===== src/rtl/core/atfb_pkg.sv =====
`default_nettype none
package atfb_pkg;

  localparam int unsigned QDEPTH = 4;
  localparam int unsigned QAW    = $clog2(QDEPTH);

  localparam logic [7:0] SOF_BYTE   = 8'h7E;
  localparam logic [7:0] LEN_HI     = 8'h00;
  localparam logic [7:0] NET_HI     = 8'hFF;
  localparam logic [7:0] NET_LO     = 8'hFE;
  localparam logic [7:0] LEN_OFFSET = 8'd14;

  localparam int unsigned PADDR_W = 6;
  localparam int unsigned PDATA_W = 64;

  typedef enum logic [2:0] {
    REG_DEST_ADDRESS   = 3'd0,
    REG_FRAME_TYPE     = 3'd1,
    REG_FRAME_ID       = 3'd2,
    REG_HOP_RADIUS     = 3'd3,
    REG_OPTION_BITS    = 3'd4,
    REG_PAYLOAD_LENGTH = 3'd5
  } reg_idx_t;

  typedef struct packed {
    logic [63:0] dest_address;
    logic [7:0]  frame_type;
    logic [7:0]  frame_id;
    logic [7:0]  hop_radius;
    logic [7:0]  option_bits;
    logic [7:0]  payload_length;
  } cfg_t;

  typedef struct packed {
    logic [7:0] payload_byte;
    logic       first;
    logic       last;
  } entry_t;

  typedef struct packed {
    logic full;
    logic empty;
  } q_status_t;

  function automatic logic [7:0] eff_length(input logic [7:0] len);
    eff_length = (len == 8'd0) ? 8'd1 : len;
  endfunction

endpackage
`default_nettype wire


===== src/rtl/core/atfb_if.sv =====
`default_nettype none
interface atfb_byte_if;
  logic       valid;
  logic       ready;
  logic [7:0] payload_byte;
  modport source(output valid, output payload_byte, input ready);
  modport sink(input valid, input payload_byte, output ready);
endinterface

interface atfb_tx_if;
  logic       valid;
  logic       ready;
  logic [7:0] tx_byte;
  logic       frame_end;
  modport source(output valid, output tx_byte, output frame_end, input ready);
  modport sink(input valid, input tx_byte, input frame_end, output ready);
endinterface
`default_nettype wire


===== src/rtl/core/atfb_cfg_regs.sv =====
`default_nettype none
module atfb_cfg_regs (
  input  wire logic                          clk,
  input  wire logic                          rst,
  input  wire logic                          psel,
  input  wire logic                          penable,
  input  wire logic                          pwrite,
  input  wire logic [atfb_pkg::PADDR_W-1:0]  paddr,
  input  wire logic [atfb_pkg::PDATA_W-1:0]  pwdata,
  output logic      [atfb_pkg::PDATA_W-1:0]  prdata,
  output logic                               pready,
  output atfb_pkg::cfg_t                     cfg
);
  import atfb_pkg::*;

  reg_idx_t idx;
  logic     wr;

  assign idx    = reg_idx_t'(paddr[PADDR_W-1:3]);
  assign wr     = psel & penable & pwrite;
  assign pready = 1'b1;

  always_ff @(posedge clk) begin
    if (rst) begin
      cfg.dest_address   <= 64'h0000_0000_0000_FFFF;
      cfg.frame_type     <= 8'h10;
      cfg.frame_id       <= 8'h00;
      cfg.hop_radius     <= 8'h00;
      cfg.option_bits    <= 8'h00;
      cfg.payload_length <= 8'h01;
    end else if (wr) begin
      case (idx)
        REG_DEST_ADDRESS:   cfg.dest_address   <= pwdata;
        REG_FRAME_TYPE:     cfg.frame_type     <= pwdata[7:0];
        REG_FRAME_ID:       cfg.frame_id       <= pwdata[7:0];
        REG_HOP_RADIUS:     cfg.hop_radius     <= pwdata[7:0];
        REG_OPTION_BITS:    cfg.option_bits    <= pwdata[7:0];
        REG_PAYLOAD_LENGTH: cfg.payload_length <= pwdata[7:0];
        default: ;
      endcase
    end
  end

  always_comb begin
    prdata = '0;
    case (idx)
      REG_DEST_ADDRESS:   prdata = cfg.dest_address;
      REG_FRAME_TYPE:     prdata = {56'd0, cfg.frame_type};
      REG_FRAME_ID:       prdata = {56'd0, cfg.frame_id};
      REG_HOP_RADIUS:     prdata = {56'd0, cfg.hop_radius};
      REG_OPTION_BITS:    prdata = {56'd0, cfg.option_bits};
      REG_PAYLOAD_LENGTH: prdata = {56'd0, cfg.payload_length};
      default:            prdata = '0;
    endcase
  end

endmodule
`default_nettype wire


===== src/rtl/core/atfb_front.sv =====
`default_nettype none
module atfb_front (
  input  wire logic                clk,
  input  wire logic                rst,
  atfb_byte_if.sink                payload,
  input  wire logic [7:0]          payload_length,
  input  wire logic                q_full,
  output logic                     push,
  output atfb_pkg::entry_t         push_entry
);
  import atfb_pkg::*;

  logic [7:0] payload_count;
  logic [7:0] payload_count_next;
  logic [8:0] count_inc;

  assign payload.ready = ~q_full;
  assign push          = payload.valid & payload.ready;
  assign count_inc     = {1'b0, payload_count} + 9'd1;

  assign push_entry.payload_byte = payload.payload_byte;
  assign push_entry.first        = (payload_count == 8'd0);
  assign push_entry.last         = (count_inc >= {1'b0, eff_length(payload_length)});

  assign payload_count_next = push_entry.last ? 8'd0 : count_inc[7:0];

  always_ff @(posedge clk) begin
    if (rst) begin
      payload_count <= 8'd0;
    end else if (push) begin
      payload_count <= payload_count_next;
    end
  end

endmodule
`default_nettype wire


===== src/rtl/core/atfb_queue.sv =====
`default_nettype none
module atfb_queue (
  input  wire logic                clk,
  input  wire logic                rst,
  input  wire logic                push,
  input  wire atfb_pkg::entry_t    push_entry,
  input  wire logic                pop,
  output atfb_pkg::entry_t         head,
  output atfb_pkg::q_status_t      status
);
  import atfb_pkg::*;

  entry_t         mem [QDEPTH];
  logic [QAW-1:0] wr_ptr;
  logic [QAW-1:0] rd_ptr;
  logic [QAW:0]   count;

  assign head         = mem[rd_ptr];
  assign status.full  = (count == (QAW+1)'(QDEPTH));
  assign status.empty = (count == '0);

  always_ff @(posedge clk) begin
    if (push) begin
      mem[wr_ptr] <= push_entry;
    end
  end

  always_ff @(posedge clk) begin
    if (rst) begin
      wr_ptr <= '0;
      rd_ptr <= '0;
      count  <= '0;
    end else begin
      if (push) begin
        wr_ptr <= wr_ptr + 1'b1;
      end
      if (pop) begin
        rd_ptr <= rd_ptr + 1'b1;
      end
      case ({push, pop})
        2'b10:   count <= count + 1'b1;
        2'b01:   count <= count - 1'b1;
        default: count <= count;
      endcase
    end
  end

endmodule
`default_nettype wire


===== src/rtl/core/atfb_back.sv =====
`default_nettype none
module atfb_back (
  input  wire logic               clk,
  input  wire logic               rst,
  input  wire atfb_pkg::cfg_t     cfg,
  input  wire atfb_pkg::entry_t   head,
  input  wire logic               head_valid,
  output logic                    pop,
  atfb_tx_if.source               tx
);
  import atfb_pkg::*;

  localparam logic [4:0] HDR_SOF     = 5'd0;
  localparam logic [4:0] HDR_LEN_HI  = 5'd1;
  localparam logic [4:0] HDR_LEN_LO  = 5'd2;
  localparam logic [4:0] HDR_TYPE    = 5'd3;
  localparam logic [4:0] HDR_ID      = 5'd4;
  localparam logic [4:0] HDR_ADDR    = 5'd5;
  localparam logic [4:0] HDR_ADDR_LS = 5'd12;
  localparam logic [4:0] HDR_NET_HI  = 5'd13;
  localparam logic [4:0] HDR_NET_LO  = 5'd14;
  localparam logic [4:0] HDR_RADIUS  = 5'd15;
  localparam logic [4:0] HDR_OPTIONS = 5'd16;
  localparam logic [4:0] STEP_DATA   = 5'd17;
  localparam logic [4:0] STEP_CSUM   = 5'd18;

  logic [4:0] step;
  logic       started;
  logic [4:0] cur_step;
  logic [2:0] addr_off;
  logic [2:0] addr_shift;
  logic [7:0] byte_out;
  logic [7:0] running_sum;
  logic       emit;
  logic       done;

  assign cur_step   = started ? step : (head.first ? HDR_SOF : STEP_DATA);
  assign addr_off   = cur_step[2:0] - HDR_ADDR[2:0];
  assign addr_shift = ~addr_off;

  always_comb begin
    byte_out = 8'h00;
    case (cur_step) inside
      HDR_SOF:                byte_out = SOF_BYTE;
      HDR_LEN_HI:             byte_out = LEN_HI;
      HDR_LEN_LO:             byte_out = LEN_OFFSET + eff_length(cfg.payload_length);
      HDR_TYPE:               byte_out = cfg.frame_type;
      HDR_ID:                 byte_out = cfg.frame_id;
      [HDR_ADDR:HDR_ADDR_LS]: byte_out = 8'(cfg.dest_address >> {addr_shift, 3'b000});
      HDR_NET_HI:             byte_out = NET_HI;
      HDR_NET_LO:             byte_out = NET_LO;
      HDR_RADIUS:             byte_out = cfg.hop_radius;
      HDR_OPTIONS:            byte_out = cfg.option_bits;
      STEP_DATA:              byte_out = head.payload_byte;
      STEP_CSUM:              byte_out = ~running_sum;
      default:                byte_out = 8'h00;
    endcase
  end

  assign emit = head_valid & (~tx.valid | tx.ready);
  assign done = ((cur_step == STEP_DATA) & ~head.last) | (cur_step == STEP_CSUM);
  assign pop  = emit & done;

  always_ff @(posedge clk) begin
    if (rst) begin
      step     <= HDR_SOF;
      started  <= 1'b0;
      tx.valid <= 1'b0;
    end else begin
      if (emit) begin
        started <= ~done;
        step    <= cur_step + 5'd1;
      end
      if (emit) begin
        tx.valid <= 1'b1;
      end else if (tx.ready) begin
        tx.valid <= 1'b0;
      end
    end
  end

  always_ff @(posedge clk) begin
    if (emit) begin
      tx.tx_byte   <= byte_out;
      tx.frame_end <= (cur_step == STEP_CSUM);
      if (cur_step == HDR_TYPE) begin
        running_sum <= byte_out;
      end else if (cur_step > HDR_TYPE && cur_step <= STEP_DATA) begin
        running_sum <= running_sum + byte_out;
      end
    end
  end

endmodule
`default_nettype wire


===== src/rtl/core/api_tx_frame_builder_unit.sv =====
// API transmit frame builder. Payload bytes enter on the payload channel and
// leave on the tx channel wrapped in transmit request frames of payload_length
// bytes each (0 acts as 1): the first byte of a frame brings out the 17-byte
// header ahead of it, the last one is followed by the checksum, flagged with
// frame_end. The output sequencer moves one byte per cycle while the tx
// channel is ready and the queue holds an entry; a 4-entry queue lets input
// keep flowing during header bursts.
// Registers (APB, 8-byte stride): dest_address, frame_type, frame_id,
// hop_radius, option_bits, payload_length; write them only while idle.
`default_nettype none
module api_tx_frame_builder_unit (
  input  wire logic                          clk,
  input  wire logic                          rst,
  atfb_byte_if.sink                          payload,
  atfb_tx_if.source                          tx,
  input  wire logic                          psel,
  input  wire logic                          penable,
  input  wire logic                          pwrite,
  input  wire logic [atfb_pkg::PADDR_W-1:0]  paddr,
  input  wire logic [atfb_pkg::PDATA_W-1:0]  pwdata,
  output logic      [atfb_pkg::PDATA_W-1:0]  prdata,
  output logic                               pready
);
  import atfb_pkg::*;

  cfg_t      cfg;
  entry_t    push_entry;
  entry_t    head;
  q_status_t q_status;
  logic      push;
  logic      pop;

  atfb_cfg_regs u_cfg (
    .clk     (clk),
    .rst     (rst),
    .psel    (psel),
    .penable (penable),
    .pwrite  (pwrite),
    .paddr   (paddr),
    .pwdata  (pwdata),
    .prdata  (prdata),
    .pready  (pready),
    .cfg     (cfg)
  );

  atfb_front u_front (
    .clk            (clk),
    .rst            (rst),
    .payload        (payload),
    .payload_length (cfg.payload_length),
    .q_full         (q_status.full),
    .push           (push),
    .push_entry     (push_entry)
  );

  atfb_queue u_queue (
    .clk        (clk),
    .rst        (rst),
    .push       (push),
    .push_entry (push_entry),
    .pop        (pop),
    .head       (head),
    .status     (q_status)
  );

  atfb_back u_back (
    .clk        (clk),
    .rst        (rst),
    .cfg        (cfg),
    .head       (head),
    .head_valid (~q_status.empty),
    .pop        (pop),
    .tx         (tx)
  );

  a_no_overflow: assert property (@(posedge clk) disable iff (rst)
    push |-> !q_status.full)
    else $error("queue written while full");

  a_no_underflow: assert property (@(posedge clk) disable iff (rst)
    pop |-> !q_status.empty)
    else $error("queue read while empty");

  a_end_after_pop: assert property (@(posedge clk) disable iff (rst)
    (tx.valid && tx.frame_end && !$past(tx.valid && !tx.ready)) |-> $past(pop))
    else $error("checksum transfer without entry retirement");

  a_reset_idle: assert property (@(posedge clk)
    rst |=> !tx.valid)
    else $error("output valid after reset");

endmodule
`default_nettype wire


===== src/flat_wrapper.sv =====
// flat-port wrapper written by rule: the top's interface ports become plain ports
module api_tx_frame_builder_unit_flat import atfb_pkg::*;
  (clk, rst, psel, penable, pwrite, paddr, pwdata, prdata, pready, payload_valid, payload_payload_byte, payload_ready, tx_valid, tx_tx_byte, tx_frame_end, tx_ready);
  atfb_byte_if payload_i ();
  atfb_tx_if tx_i ();
  input  wire logic clk;
  input  wire logic rst;
  input  wire logic psel;
  input  wire logic penable;
  input  wire logic pwrite;
  input  wire logic [atfb_pkg::PADDR_W-1:0] paddr;
  input  wire logic [atfb_pkg::PDATA_W-1:0] pwdata;
  output logic      [atfb_pkg::PDATA_W-1:0] prdata;
  output logic pready;
  input wire logic [$bits(payload_i.valid)-1:0] payload_valid;
  input wire logic [$bits(payload_i.payload_byte)-1:0] payload_payload_byte;
  output wire logic [$bits(payload_i.ready)-1:0] payload_ready;
  output wire logic [$bits(tx_i.valid)-1:0] tx_valid;
  output wire logic [$bits(tx_i.tx_byte)-1:0] tx_tx_byte;
  output wire logic [$bits(tx_i.frame_end)-1:0] tx_frame_end;
  input wire logic [$bits(tx_i.ready)-1:0] tx_ready;
  assign payload_i.valid = payload_valid;
  assign payload_i.payload_byte = payload_payload_byte;
  assign payload_ready = payload_i.ready;
  assign tx_valid = tx_i.valid;
  assign tx_tx_byte = tx_i.tx_byte;
  assign tx_frame_end = tx_i.frame_end;
  assign tx_i.ready = tx_ready;
  api_tx_frame_builder_unit u_core (.clk(clk), .rst(rst), .payload(payload_i), .tx(tx_i), .psel(psel), .penable(penable), .pwrite(pwrite), .paddr(paddr), .pwdata(pwdata), .prdata(prdata), .pready(pready));
endmodule

===== config.mk =====
export PLATFORM = sky130hd
export DESIGN_NAME = api_tx_frame_builder_unit_flat
export DESIGN_NICKNAME = d
export VERILOG_FILES = /design/src/rtl/core/atfb_pkg.sv /design/src/rtl/core/atfb_if.sv /design/src/rtl/core/atfb_cfg_regs.sv /design/src/rtl/core/atfb_front.sv /design/src/rtl/core/atfb_queue.sv /design/src/rtl/core/atfb_back.sv /design/src/rtl/core/api_tx_frame_builder_unit.sv /design/src/flat_wrapper.sv
export SDC_FILE = /design/constraint.sdc
export NUM_CORES = 1
export LEC_CHECK = 0
export ABC_AREA = 0
export BUFFER_PORTS_ARGS = -buffer_cell sky130_fd_sc_hd__buf_2
export CAP_MARGIN = 10
export CORE_ASPECT_RATIO = 0.6
export CORE_MARGIN = 2
export CORE_UTILIZATION = 40
export CTS_CLUSTER_SIZE = 28
export DETAILED_ROUTE_END_ITERATION = 6
export GPL_TIMING_DRIVEN = 0
export PLACE_DENSITY = 0.65
export SLEW_MARGIN = 25
export SYNTH_ARGS = -nofsm -noshare
export SYNTH_HDL_FRONTEND = slang
export SYNTH_SLANG_ARGS = --single-unit

===== constraint.sdc =====
create_clock -name clk -period 4.8 [get_ports clk]
set_clock_uncertainty 0.2 [all_clocks]
set_input_delay 0.24 -clock clk [delete_from_list [all_inputs] [get_ports clk]]
set_output_delay 0.24 -clock clk [all_outputs]
set_load 0.005 [all_outputs]

==> Word level (Yosys, flattened, before mapping) <==
Memories as Yosys holds them, arrays and structs flattened. A register that Yosys moved wholly into a read port is not among the register bits.
Cells that the tools add are included.
{ "word_totals": {"out_inout_bits": 76, "ram_bits": 40, "memories": 1, "input_bits": 85, "ff_bits": 143} }
{ "op_classes": {"n_addsub": 9, "bitwise_logic": 15, "n_shift": 1, "n_lt_le_gt_ge": 5, "n_reduce_logical": 17, "muxes": 26, "eq_ne": 18} }
{ "memory_table": {"columns": ["memory", "depth", "word_bits", "rd", "rd_ports_with_merged_regs", "wr", "line_no", "rtl"], "rows": [
  ["u_core.u_queue.mem", 4, 10, 1, 1, 1, "atfb_queue.sv:13", "entry_t mem [QDEPTH];"]
]} }
{ "op_table": {"columns": ["cell", "count"], "rows": [
  ["one-hot mux 64 bit (6 select lines)", 1],
  ["two-way mux 8 bit", 16],
  [">> shifter 64 x 6 -> 8 bit", 1],
  ["zero test 8 bit", 2],
  ["equality test 5 x 4 -> 1 bit, second input constant", 3],
  ["equality test 5 bit, second input constant", 3],
  ["AND reduction 2 bit", 7],
  ["equality test 5 x 2 -> 1 bit, second input constant", 2],
  ["two-way mux 5 bit", 2],
  ["adder 8 x 1 -> 9 bit, second input constant", 1],
  ["equality test 3 bit, second input constant", 3],
  [">= comparator 9 x 8 -> 1 bit", 1],
  ["adder 4 x 8 -> 8 bit, first input constant", 1],
  ["adder 8 bit", 1],
  ["inverter 8 bit", 1],
  ["bitwise AND 1 bit", 6],
  ["equality test 3 x 2 -> 1 bit, second input constant", 2],
  ["zero test 3 bit", 2],
  ["one-hot mux 3 bit (2 select lines)", 1],
  ["nonzero test 2 bit", 3],
  ["adder 5 x 1 -> 5 bit, second input constant", 1],
  ["equality test 5 x 1 -> 1 bit, second input constant", 1],
  ["equality test 5 x 3 -> 1 bit, second input constant", 1],
  [">= comparator 5 x 3 -> 1 bit, second input constant", 1],
  ["other kinds (17)", 28]
]} }

==> Depth between registers and ports, before layout <==
Gate-level depths: netlist of run 1.
{ "logic_depth": {"depth_word": 18, "ltp_mapped": 25, "depth_no_buf": 21} }

==> Hierarchy <==
Synthesis of run 1 repeated with hierarchy kept, for this count alone.
{ "unflattened": {"cells_unflattened": 1138, "area_unflattened_um2": 10877.9} }
{ "modules_own_cells": {"columns": ["module", "area_per_inst_um2", "n_inst", "cells_each"], "rows": [
  ["atfb_cfg_regs", 5296.3, 1, 560],
  ["atfb_back", 2950.3, 1, 387],
  ["atfb_queue", 1876.8, 1, 99],
  ["atfb_front", 750.7, 1, 91],
  ["api_tx_frame_builder_unit", 3.8, 1, 1]
]} }

==> Least setup slack after synthesis of run 1 <==
No wires, ideal clock.
{ "synth_path": {"path_type": "reg-to-reg", "startpoint": "register with a tool-made name", "endpoint": "register u_core.u_back.running_sum[7], data pin", "n_path_buf": 6, "setup_slack_ps": -295, "arrival_time_ps": 4636, "required_time_ps": 4341, "path_stages_with_launch": 23, "synth_period_minus_slack_ps": 5095, "cell_sequence": "dfxtp_1 > buf_6 > mux2_4 > a221oi_4 > buf_6 > buf_12 > ha_1 > clkbuf_1 > clkbuf_1 > clkbuf_1 > mux4_1 > mux2i_1 > nand2_1 > a21boi_0 > o32ai_1 > ha_1 > a21o_1 > a21oi_1 > o21ai_0 > o41ai_1 > xnor2_1 > nor2_1 > a211o_1"} }
{ "synth_lines": {"columns": ["element", "line_no", "rtl"], "rows": [
  ["end signal, assigned", "atfb_back.sv:87", "running_sum <= byte_out;"],
  ["end signal, assigned", "atfb_back.sv:89", "running_sum <= running_sum + byte_out;"],
  ["end, declared", "atfb_back.sv:33", "logic [7:0] running_sum;"]
]} }

==> results of run 1 <==
==> registers in the layout (all words and copies together) (netlist names), 3 cells and up, named ones only <==
name and cells:
u_core.u_back.step 5, u_core.u_queue.count 3, u_core.u_queue.mem 40, u_core.u_front.payload_count 8, u_core.u_back.running_sum 8, u_core.u_back.tx.tx_byte 8
u_core.u_cfg.cfg 104
==> cell type report <==
cell class	instances	share of cell area (%)
tap	322	3.13
multi-input combinational	791	42.1
sequential	185	33.2
timing repair buffer	257	13.5
inverter	31	0.932
clock buffer	20	3.47
buffer	59	2.39
clock inverter	12	1.34
==> timing repair <==
action                     4_1_cts  5_1_grt
setup endpoints to repair        8        3
buffers inserted                16       14
hold buffers                    73        0
pin swaps                       16        9
hold endpoints to repair       131        0
gates resized for setup         33       14
==> worst register-to-register path, stage by stage, from the launching register on <==
cell        delay [ps]
dfxtp_2            350
buf_6              100
mux2_4             320
a221oi_4           350
buf_6              200
clkinvlp_4         150
ha_4               210
xor2_2             160
buf_4              150
mux2i_1            110
mux4_1             500
nand2_1             90
o2111ai_1          110
o211ai_1           250
ha_1               360
nand2_1             90
o21ai_2             80
o41ai_2            360
xnor2_1            180
o311ai_0           140
nor2_1              70
a211o_1            240
==> metal layers <==
metal,up-vias,track usage [%],wire [um]
li1,4325,-,-
met1,4466,40.7,16400
met4,0,4.12,394
met2,541,34.9,13300
met3,46,8.00,4320
met5,-,0,0
==> cell families (layout without fill, tap and decap cells) <==
logic type	Yosys count	in the layout	share of synthesized area, %
XOR/XNOR	21	21	1.93
flip-flops	185	185	43.0
AND/OR/NAND/NOR	445	445	21.1
buffers and inverters	95	379	4.17
AO/OA/AOI/OAI	202	202	13.0
adder cells (fa/ha/maj)	32	32	4.18
other	1	1	0.0377
multiplexers	90	90	12.6
==> final timing paths <==
check             slack [ps]            startpoint                            to
setup reg to reg        -190                  flop  u_core.u_back.running_sum[7]
hold / removal            40              paddr[4]          u_core.u_cfg.cfg[59]
hold reg to reg          270  u_core.u_cfg.cfg[70]          u_core.u_cfg.cfg[70]
setup / recovery        -190                  flop  u_core.u_back.running_sum[7]
==> placed cells by master (no fill, tap or decap), types with 5 or more instances in the layout <==
cell type / instances
nand2_1: 191
buf_2: 156
dfxtp_1: 127
nor2_1: 93
a21oi_1: 73
dlygate4sd3_1: 73
and2_1: 61
mux2i_1: 59
edfxtp_1: 57
clkbuf_1: 42
buf_4: 32
o21ai_0: 31
inv_1: 29
ha_1: 22
nand3b_1: 21
clkbuf_16: 18
mux4_1: 17
nor3_1: 13
nand3_1: 12
xnor2_1: 12
a22oi_1: 12
nor2b_1: 9
a31oi_1: 9
and3_1: 8
xor2_1: 8
mux2_2: 8
a211oi_1: 8
a21o_1: 7
nand2b_1: 7
o22ai_1: 7
o21ai_1: 6
buf_6: 5
nand4_1: 5
==> power breakdown <==
group          switching [uW]  internal (uW)
combinational             572            442
sequential               34.1           1690
clock                     626            884
==> stage by stage <==
stage | cells | TNS, ps | instance area, um^2 | power, uW | hold slack [ps]
after detailed placement | 1547 | -3450 | 11200 | 2570 | 256
after global placement | 1547 | -2910 | 11100 | 2560 | 252
after CTS | 1663 | 0 | 12700 | 4190 | 39.0
final | 1677 | -194 | 12900 | 4250 | 43.5
after global routing | 1677 | -559 | 12900 | 4400 | 57.0
after floorplan | 1071 | 0 | 9980 | 2300 | 139
==> impl_metrics.ini, run 1 <==
[clock_network]
cts_tree = yes
htreeDepth = 4
cts_made_buffers = 17
clk_path_buf_depth = 2
clock_sinks = 185
insertion_delay_ps = 440
clock-root-buffer = clkbuf_16
clk_pin_slew_ps = 70

[floorplanning]
core_region_area_mm2 = 0.0243
initial_core_util_pct = 40.9
die_w_um = 207
dieArea_mm2 = 0.0262
die_h_um = 126
row_count = 44
io_pins = 161

[setup_path]
crit_fanout = 6
rr_worst_depth = 21
crit_family = compound AO/OA/AOI/OAI gates
crit_chain = buf_6 > mux2_4 > a221oi_4 > buf_6 > clkinvlp_4 > ha_4 > xor2_2 > buf_4 > mux2i_1 > mux4_1 > nand2_1 > o2111ai_1 > o211ai_1 > ha_1 > nand2_1 > o21ai_2 > o41ai_2 > xnor2_1 > o311ai_0 > nor2_1 > a211o_1
worstPathArrival_ps = 4980
critPathKind = reg -> reg
crit_path_end_kind = flop
worst_path_largest_cell_delay_ps = 500
cp.depth = 21
cp.required_ps = 4790
crit_buf_inv = 4
crit_path_start_kind = flop
cp_slowest_cell = mux4_1

[cells_and_area]
utilization_pct = 53.1
fill_cells = 2246
regArea_mm2 = 0.00428
drive_above_1_share_pct = 21.0
layout.nets = 1459
multi_input_area_mm2 = 0.00543
diodes = 0
syn2layout_area_growth_pct = 29.7

[synthesis]
syn_inst = 1071
yosys.area.top_type_share_pct = 25.8
synth_edf_count = 57
ys_top_cells_by_count = nand2_1, dfxtp_1, nor2_1
synth_fp_nets = 1188
yosys_warnings = 0
synth_flop_cell = dfxtp_1
postSynthAreaPerCell_um2 = 9.28
synthArstFlopShare_pct = 0
yosysTopAreaCell = dfxtp_1
synthTopCellsByArea = dfxtp_1, edfxtp_1, nand2_1
seq_area_frac_synth_pct = 43.0
synth_cell_types = 79
yosys_register_bits = 185
synth_most_common_cell = nand2_1
syn_area_mm2 = 0.00994

[grt]
first_global_vias = 8686
grt_pass1_wl_um = 51500
grt_max_degree = 17
antenna_found_initial = 0
grt_usage_pct = 26.0
grt-ovfl-total = 0

[run_status]
outcome = complete, but fails checks
violations = negative setup slack

[pwr]
ir_worst_vdd_v = 0.000245
leakage_uw = 0.00507
power_density_mw_per_mm2 = 330

[sta]
slew_viol_final = 0
hold_viol = 0
setup_slack_ps = -194
fin_crit_ps = 4990
period_share_pct = 104
rsz0062_at_grt = yes
tightest_slew_ps = 1130
maxSlewHeadroom_pct = 24.4
fmax_mhz = 200
finalSetupViolations = 1

[placed_design]
gp_congestion = 0.957
port_buffers = 154
pre_cts_ws_ps = -1190
dp_hpwl_um = 25400

[detailed_routing]
vias = 9378
first_iter_violations = 984
drt_first_pass_iters = 5
avgViaCountPerCell = 5.59
wl_per_cell_um = 20.5
drcViolationCount = 0
ant_nets = 0
wl_um = 34400

[hold_path]
whs_path_depth = 4
hold_path.class = in -> reg

[job]
max_cap_viol_count = 0
Note: power is estimated with default switching activity, not from simulation.
==> run 2, diff against run 1 <==
--- a/config.mk
+++ b/config.mk
@@ -14,7 +14,8 @@
 export CTS_CLUSTER_SIZE = 28
 export DETAILED_ROUTE_END_ITERATION = 6
 export GPL_TIMING_DRIVEN = 0
-export PLACE_DENSITY = 0.65
+export PLACE_DENSITY = 0.63
+export SKIP_LAST_GASP = 1
 export SLEW_MARGIN = 25
 export SYNTH_ARGS = -nofsm -noshare
 export SYNTH_HDL_FRONTEND = slang
==> constraint.sdc (replaced) <==
create_clock -name clk -period 4.6 [get_ports clk]
set_clock_uncertainty 0.2 [all_clocks]
set_input_delay 0.23 -clock clk [delete_from_list [all_inputs] [get_ports clk]]
set_output_delay 0.23 -clock clk [all_outputs]
set_load 0.005 [all_outputs]
==> impl_metrics.ini, run 2 (synthesis gave the netlist of run 1 again) <==
[setup_path]
crit_path_end_kind = flop
worstPathArrival_ps = 5030
cp.required_ps = 4600
crit_path_start_kind = flop
critPathKind = reg -> reg
crit_fanout = 4

[run_status]
outcome = complete, but fails checks
violations = negative setup slack

[clock_network]
cts_tree = yes
clock_sinks = 185
cts_made_buffers = 17
htreeDepth = 4
clock-root-buffer = clkbuf_16
clk_path_buf_depth = 2
insertion_delay_ps = 460
clk_pin_slew_ps = 70

[cells_and_area]
largest_register_ffs = 104
final_cell_mix = nand2_1, buf_2, dfxtp_1
fill_cells = 2219
regMostFlops = u_core.u_cfg.cfg
syn2layout_area_growth_pct = 31.8
multi_input_area_mm2 = 0.00558
reg.largest.list = u_core.u_cfg.cfg x104, u_core.u_queue.mem x40
final_common_cell = nand2_1
layout.nets = 1465
diodes = 0
regArea_mm2 = 0.00428
drive_above_1_share_pct = 22.9

[floorplanning]
io_pins = 161
die_w_um = 207
row_count = 44
initial_core_util_pct = 40.9
core_region_area_mm2 = 0.0243
dieArea_mm2 = 0.0262
die_h_um = 126

[detailed_routing]
vias = 9309
first_iter_violations = 925
drcViolationCount = 0
ant_nets = 0
avgViaCountPerCell = 5.53
drt_first_pass_iters = 5
wl_um = 34000
wl_per_cell_um = 20.2

[sta]
rsz0062_at_grt = yes
setup_slack_ps = -429
fmax_mhz = 199
finalSetupViolations = 3
fin_crit_ps = 5030
whs_ps = 27.8
hold_viol = 0
period_share_pct = 109
tns_ps = -716
tightest_slew_ps = 1080
maxSlewHeadroom_pct = 27.4
slew_viol_final = 0

[grt]
grt_max_degree = 18
grt_usage_pct = 25.9
first_global_vias = 8670
grt-ovfl-total = 0
grt_pass1_wl_um = 50900
antenna_found_initial = 0

[job]
max_cap_viol_count = 0

[hold_path]
hold_path.class = in -> reg

[pwr]
ir_worst_vdd_v = 0.000256
power_density_mw_per_mm2 = 341
power_uw = 4470
leakage_uw = 0.00511

[placed_design]
pre_cts_ws_ps = -990
port_buffers = 154
dp_hpwl_um = 25200
gp_congestion = 0.937
## run 2: changes by cell type in the layout (fill, tap and decap cells not counted), moves of 3 or more
| cell | delta |
|---|---|
| nand2_2 | +4 |
| ha_2 | -3 |
| ha_4 | +3 |
| o21ai_1 | +3 |
| nand2_1 | -4 |
| clkbuf_16 | +3 |
| mux4_1 | -3 |
| bufinv_16 | -4 |
| mux4_2 | +3 |
| o21ai_0 | -3 |
## run 2: path summary, 6_finish.rpt
| kind | slack (ps) | start | endpoint | cells past startpoint |
|---|---|---|---|---|
| min | 30 | paddr[4] | u_core.u_cfg.cfg[58] | 4 |
| min reg2reg | 270 | u_core.u_cfg.cfg[96] | u_core.u_cfg.cfg[96] | 2 |
| max | -430 | flop | u_core.u_back.running_sum[7] | 21 |
| max reg2reg | -430 | flop | u_core.u_back.running_sum[7] | 21 |
## run 2: through the flow
stage | utilization, % | area, um^2 | instances
after floorplan | - | 10000 | 1071
after global placement | 46.0 | 11200 | 1547
after detailed placement | 46.1 | 11200 | 1547
after CTS | 53.1 | 12900 | 1676
after global routing | 53.9 | 13100 | 1683
final | 53.9 | 13100 | 1683
## run 2: cell type report
| type | instances | share of cell area (%) |
|---|---|---|
| buffer | 61 | 2.71 |
| clock buffer | 20 | 3.74 |
| clock inverter | 12 | 0.774 |
| inverter | 31 | 0.917 |
| multi-input combinational | 791 | 42.6 |
| sequential | 185 | 32.6 |
| tap | 322 | 3.08 |
| timing repair buffer | 261 | 13.6 |
## run 2: timing repair
item	CTS	global route
pin swaps	27	18
gates resized for setup	48	19
hold endpoints to repair	137	0
endpoints found under the setup margin	9	5
hold buffers	74	0
setup buffers	26	7
## run 2: power by group
group,internal (uW),switching (uW)
Combinational,539,640
Sequential,1760,36.0
Clock,783,707
## run 2: worst max-delay path: stages (launching register included)
cell and delay (ps):
dfxtp_2 360, buf_6 110, mux2_4 320, a221oi_4 330
buf_6 160, buf_12 100, clkinvlp_4 110, ha_4 210
buf_4 140, mux2_2 290, o21ai_0 210, a22oi_1 130
a221o_1 360, o21ai_2 250, ha_4 270, a21oi_4 200
o21ai_4 100, o41ai_4 350, xnor2_2 150, nand2_1 80
o21ai_1 60, a211o_1 290
## run 2: metal layers
layer | track usage, % | wire (um)
met5 | 0 | 0
met4 | 6.93 | 504
met3 | 9.83 | 4120
met2 | 32.9 | 12700
met1 | 39.6 | 16700
